`src/rtl/core/bmbp_pkg.sv`:
```
// ----------------------------------------------------------------------------
// bmbp_pkg
// Shared types and defaults for the bi-mode branch predictor.
// ----------------------------------------------------------------------------
package bmbp_pkg;

   localparam int HISTORY_BITS_DEF      = 14;
   localparam int DIRECTION_ENTRIES_DEF = 16384;
   localparam int CHOICE_ENTRIES_DEF    = 4096;
   localparam int COUNTER_WIDTH_DEF     = 4;

   localparam int PC_INDEX_W  = 12;
   localparam int QUEUE_DEPTH = 2;
   localparam int QCNT_W      = 2;
   localparam int QPTR_W      = 1;

   typedef enum logic {
      OP_PREDICT = 1'b0,
      OP_RESOLVE = 1'b1
   } op_type;

   typedef struct packed {
      op_type                op;
      logic [PC_INDEX_W-1:0] pc_index;
      logic                  taken;
   } cmd_type;

   typedef enum logic [1:0] {
      ST_CLEAR,
      ST_IDLE,
      ST_LOOKUP
   } bk_state_type;

   typedef struct packed {
      logic              clearing;
      logic              lookup;
      logic [QCNT_W-1:0] rq_count;
   } bk_status_type;

endpackage

```
`src/rtl/core/bmbp_front.sv`:
```
// ----------------------------------------------------------------------------
// bmbp_front
// Accepts requests, classifies them and holds them in a two-entry queue.
// ----------------------------------------------------------------------------
module bmbp_front import bmbp_pkg::*; (
   input  logic                  clock,
   input  logic                  reset,
   input  logic                  push,
   input  logic                  mode,
   input  logic [PC_INDEX_W-1:0] pc_index,
   input  logic                  taken,
   input  logic                  hold,
   output logic                  full,
   output logic                  cmd_valid,
   output cmd_type               cmd,
   input  logic                  cmd_pop
);

   cmd_type             q_ff [QUEUE_DEPTH];
   logic [QPTR_W-1:0]   wr_ptr_ff, wr_ptr_in;
   logic [QPTR_W-1:0]   rd_ptr_ff, rd_ptr_in;
   logic [QCNT_W-1:0]   count_ff, count_in;
   logic                accept;
   cmd_type             cmd_new;

   always_comb begin
      cmd_new.pc_index = pc_index;
      unique case (mode)
         1'b1: begin
            cmd_new.op    = OP_RESOLVE;
            cmd_new.taken = taken;
         end
         default: begin
            cmd_new.op    = OP_PREDICT;
            cmd_new.taken = 1'b0;
         end
      endcase
   end

   assign full      = hold || (count_ff == QCNT_W'(QUEUE_DEPTH));
   assign accept    = push && !full;
   assign cmd_valid = (count_ff != '0);
   assign cmd       = q_ff[rd_ptr_ff];

   always_comb begin
      wr_ptr_in = accept  ? wr_ptr_ff + 1'b1 : wr_ptr_ff;
      rd_ptr_in = cmd_pop ? rd_ptr_ff + 1'b1 : rd_ptr_ff;
      count_in  = count_ff + QCNT_W'(accept) - QCNT_W'(cmd_pop);
   end

   always_ff @(posedge clock) begin
      if (reset) begin
         wr_ptr_ff <= '0;
         rd_ptr_ff <= '0;
         count_ff  <= '0;
      end else begin
         wr_ptr_ff <= wr_ptr_in;
         rd_ptr_ff <= rd_ptr_in;
         count_ff  <= count_in;
      end
   end

   always_ff @(posedge clock) begin
      if (accept) begin
         q_ff[wr_ptr_ff] <= cmd_new;
      end
   end

endmodule

```
`config.mk`:
```
export PLATFORM = sky130hd
export DESIGN_NAME = bmbp_front
export DESIGN_NICKNAME = d
export VERILOG_FILES = /design/src/rtl/core/bmbp_pkg.sv /design/src/rtl/core/bmbp_front.sv
export SDC_FILE = /design/constraint.sdc
export NUM_CORES = 1
export LEC_CHECK = 0
export CAP_MARGIN = 5
export CORE_MARGIN = 3
export CORE_UTILIZATION = 33
export CTS_CLUSTER_DIAMETER = 80
export DETAILED_ROUTE_END_ITERATION = 10
export DONT_BUFFER_PORTS = 1
export GPL_TIMING_DRIVEN = 0
export HOLD_SLACK_MARGIN = 0.15
export PLACE_DENSITY = 0.44
export SKIP_CTS_REPAIR_TIMING = 1
export SLEW_MARGIN = 40
export SYNTH_ARGS = -nofsm -noshare
export SYNTH_HDL_FRONTEND = slang
export SYNTH_SLANG_ARGS = --single-unit
```
`constraint.sdc`:
```
create_clock -name clock -period 2.2 [get_ports clock]
set_input_delay 0.44 -clock clock [delete_from_list [all_inputs] [get_ports clock]]
set_output_delay 0.44 -clock clock [all_outputs]
set_load 0.02 [all_outputs]
```
==> flow_summary.toml <==
[status]
outcome = "completed"

[route]
detail_route.iter0.violations = 23
drtPass1Iterations = 3
antenna_violating_nets_post_route = 0
detail_route.vias_per_cell = 4.60
post_drt_wl_per_cell_um = 15.1
vias = 570
detail_route.wirelength_um = 1870
drc_errors = 0

[setup_path]
data_arrival_time_at_the_worst_slack_endpoint_ps = 1350
worst_setup_path_end_kind = "output port"
worst_ep_required_time_ps = 1760
cp-start-kind = "register"
crit_fanout = 10
criticalPathCategory = "register to output port"

[floorplan]
floorplan.initialDensity_pct = 36.1
core_area_mm2 = 0.00352
chipWidth_um = 68.1
chip_height_um = 68.1
placementRows = 21
boundaryPins = 35
die-area_mm2 = 0.00463

[timing]
final.setup.tns_ps = 0
hold_violations = 0
worst_hold_slack_ps = 228
final_clock_skew_ps = 6.81
rsz0062_at_grt = "no"
report.final.slew_viol_count = 0
setup-violations-final = 0
max_slew_margin_pct = 50.4
max_freq_mhz = 560
period_needed_ps = 1790
timing_worst_slew_pin_value_ps = 743
final_min_period_over_clock_period_pct = 81.2

[grt]
globalRouteMet2Util_pct = 14.8
grt_util_met1_pct = 8.12
first_global_vias = 601
globalRouteTotalUtil_pct = 8.88
grtUsageMet3_pct = 5.58
grt_pass1_wl_um = 2790
grt-ovfl-total = 0
antenna_found_initial = 0
global_route.peak_usage_layer = "met2"
grt_start_max_net_pins = 15

[synthesis]
post_synth_and_or_nand_nor_area_fraction_pct = 7.28
ys_types = 17
synth_adder_area_share_pct = 1.97
post_synth.cell_area_avg_um2 = 18.2
synth_nets = 91
proportion_of_synthesized_chip_area_in_sequential_cells_pct = 74.0
syn-instance-count = 70
synth_compound_area_share_pct = 0
synth_area_mm2 = 0.00127
multiplexer_fraction_of_the_synthesized_cell_area_pct = 13.9
yosysWarningCount = 0
number_of_synthesized_register_bits = 33
yosys.area_share.xor_xnor_pct = 1.38
synth_top_family_by_area = "multiplexers"

[final_layout]
fin_cells = 124
antenna-diode-count = 0
leading_cell_type_in_the_layout_fill_and_taps_excluded = "sky130_fd_sc_hd__edfxtp_1"
syn2layout_area_growth_pct = 12.9
num-nets-final = 98
post_route_cells_drive_above_1_share_pct = 37.2
final_cell_mix = "sky130_fd_sc_hd__edfxtp_1, sky130_fd_sc_hd__mux2_2, sky130_fd_sc_hd__clkbuf_8"
final_core_util_pct = 40.8

[pwr]
power-per-cell-area_mw_per_mm2 = 954
static-leakage-power_nw = 0.499
worst_ir_drop_vdd_mv = 0.394

[clock_network]
cts_buffers = 5
cts-htree-levels = 2
max-clock-path-buffers = 2
cts_tree = "built"
clock_insertion_delay_worst_skew_ps = 270
clkSlewWorstSetupHoldPaths_ps = 70
clockRootBuffer = "sky130_fd_sc_hd__clkbuf_8"
cts.sinks = 33

[run]
cap_violations = 0

[place]
place.port_buffers = 0
detailed_place_hpwl_um = 1280
gp_congestion = 0.613
place.detailed.instances = 116

[min_path]
hp-class = "input port to register"
## logic make-up (layout without fill, tap and decap cells)
group	count (synthesis)	after routing
muxes	15	15
buffers and inverters	3	11
DFF	33	33
xor gates and xnor gates	2	2
adders and majority gates	2	2
and+or+nand+nor	15	15
## path summary, 6_finish.rpt
kind / startpoint / end / slack, ps / depth (start not counted)
setup / recovery: register / cmd[0] / 410 / 2
hold / removal: reset / rd_ptr_ff / 230 / 1
setup reg to reg: count_ff[0] / count_ff[1] / 600 / 8
hold reg to reg: rd_ptr_ff / rd_ptr_ff / 520 / 2
## state kept, by name (all words and copies together) (netlist names), named ones only
signal / cells
wr_ptr_ff: 1
q_ff: 28
rd_ptr_ff: 1
count_ff: 2
## layer usage
layer	up-vias	share of wire (%)
li1	268	-
met1	278	36
met2	20	53
met3	4	9.9
met4	0	1.4
met5	-	0
## per-stage QoR
step	setup slack [ps]	power, mW	cell area [um^2]
4_1_cts	381	1.39	1440
5_1_grt	327	1.43	1440
3_5_place_dp	567	0.906	1330
6_report	414	1.37	1440
3_3_place_gp	167	0.903	1330
2_1_floorplan	589	0.881	1270
## power breakdown
group / internal [mW] / switching, mW
sequential: 0.718 / 0.0155
clock: 0.282 / 0.199
combinational: 0.0603 / 0.0936
total: 1.06 / 0.308
## cell usage after synthesis, drive strengths merged
library cell / count / area (um^2)
mux2: 15 / 176
nor3: 1 / 5.00
buf: 1 / 11.3
xnor2: 1 / 8.76
xor2: 1 / 8.76
or2b: 1 / 7.51
and2: 2 / 12.5
ha: 2 / 25.0
inv: 2 / 7.51
nor2b: 1 / 6.26
nand3b: 1 / 20.0
nor2: 7 / 26.3
nand2b: 1 / 8.76
dfxtp: 5 / 100
or2: 1 / 6.26
edfxtp: 28 / 841
## worst max-delay path: stages (launching register included)
cell and delay, ps:
sky130_fd_sc_hd__dfxtp_1 450, sky130_fd_sc_hd__buf_6 200, sky130_fd_sc_hd__mux2_2 410
## area by class of cell
class / instances / area, um^2
fillers: 325 / 2090
multi-input cells: 34 / 317
clock inverters: 1 / 5.00
inverters: 2 / 7.51
flip-flops and latches: 33 / 941
well taps: 46 / 57.6
plain buffers: 1 / 11.3
clock buffers: 7 / 96.3
Power figures use the tool's default switching activity.
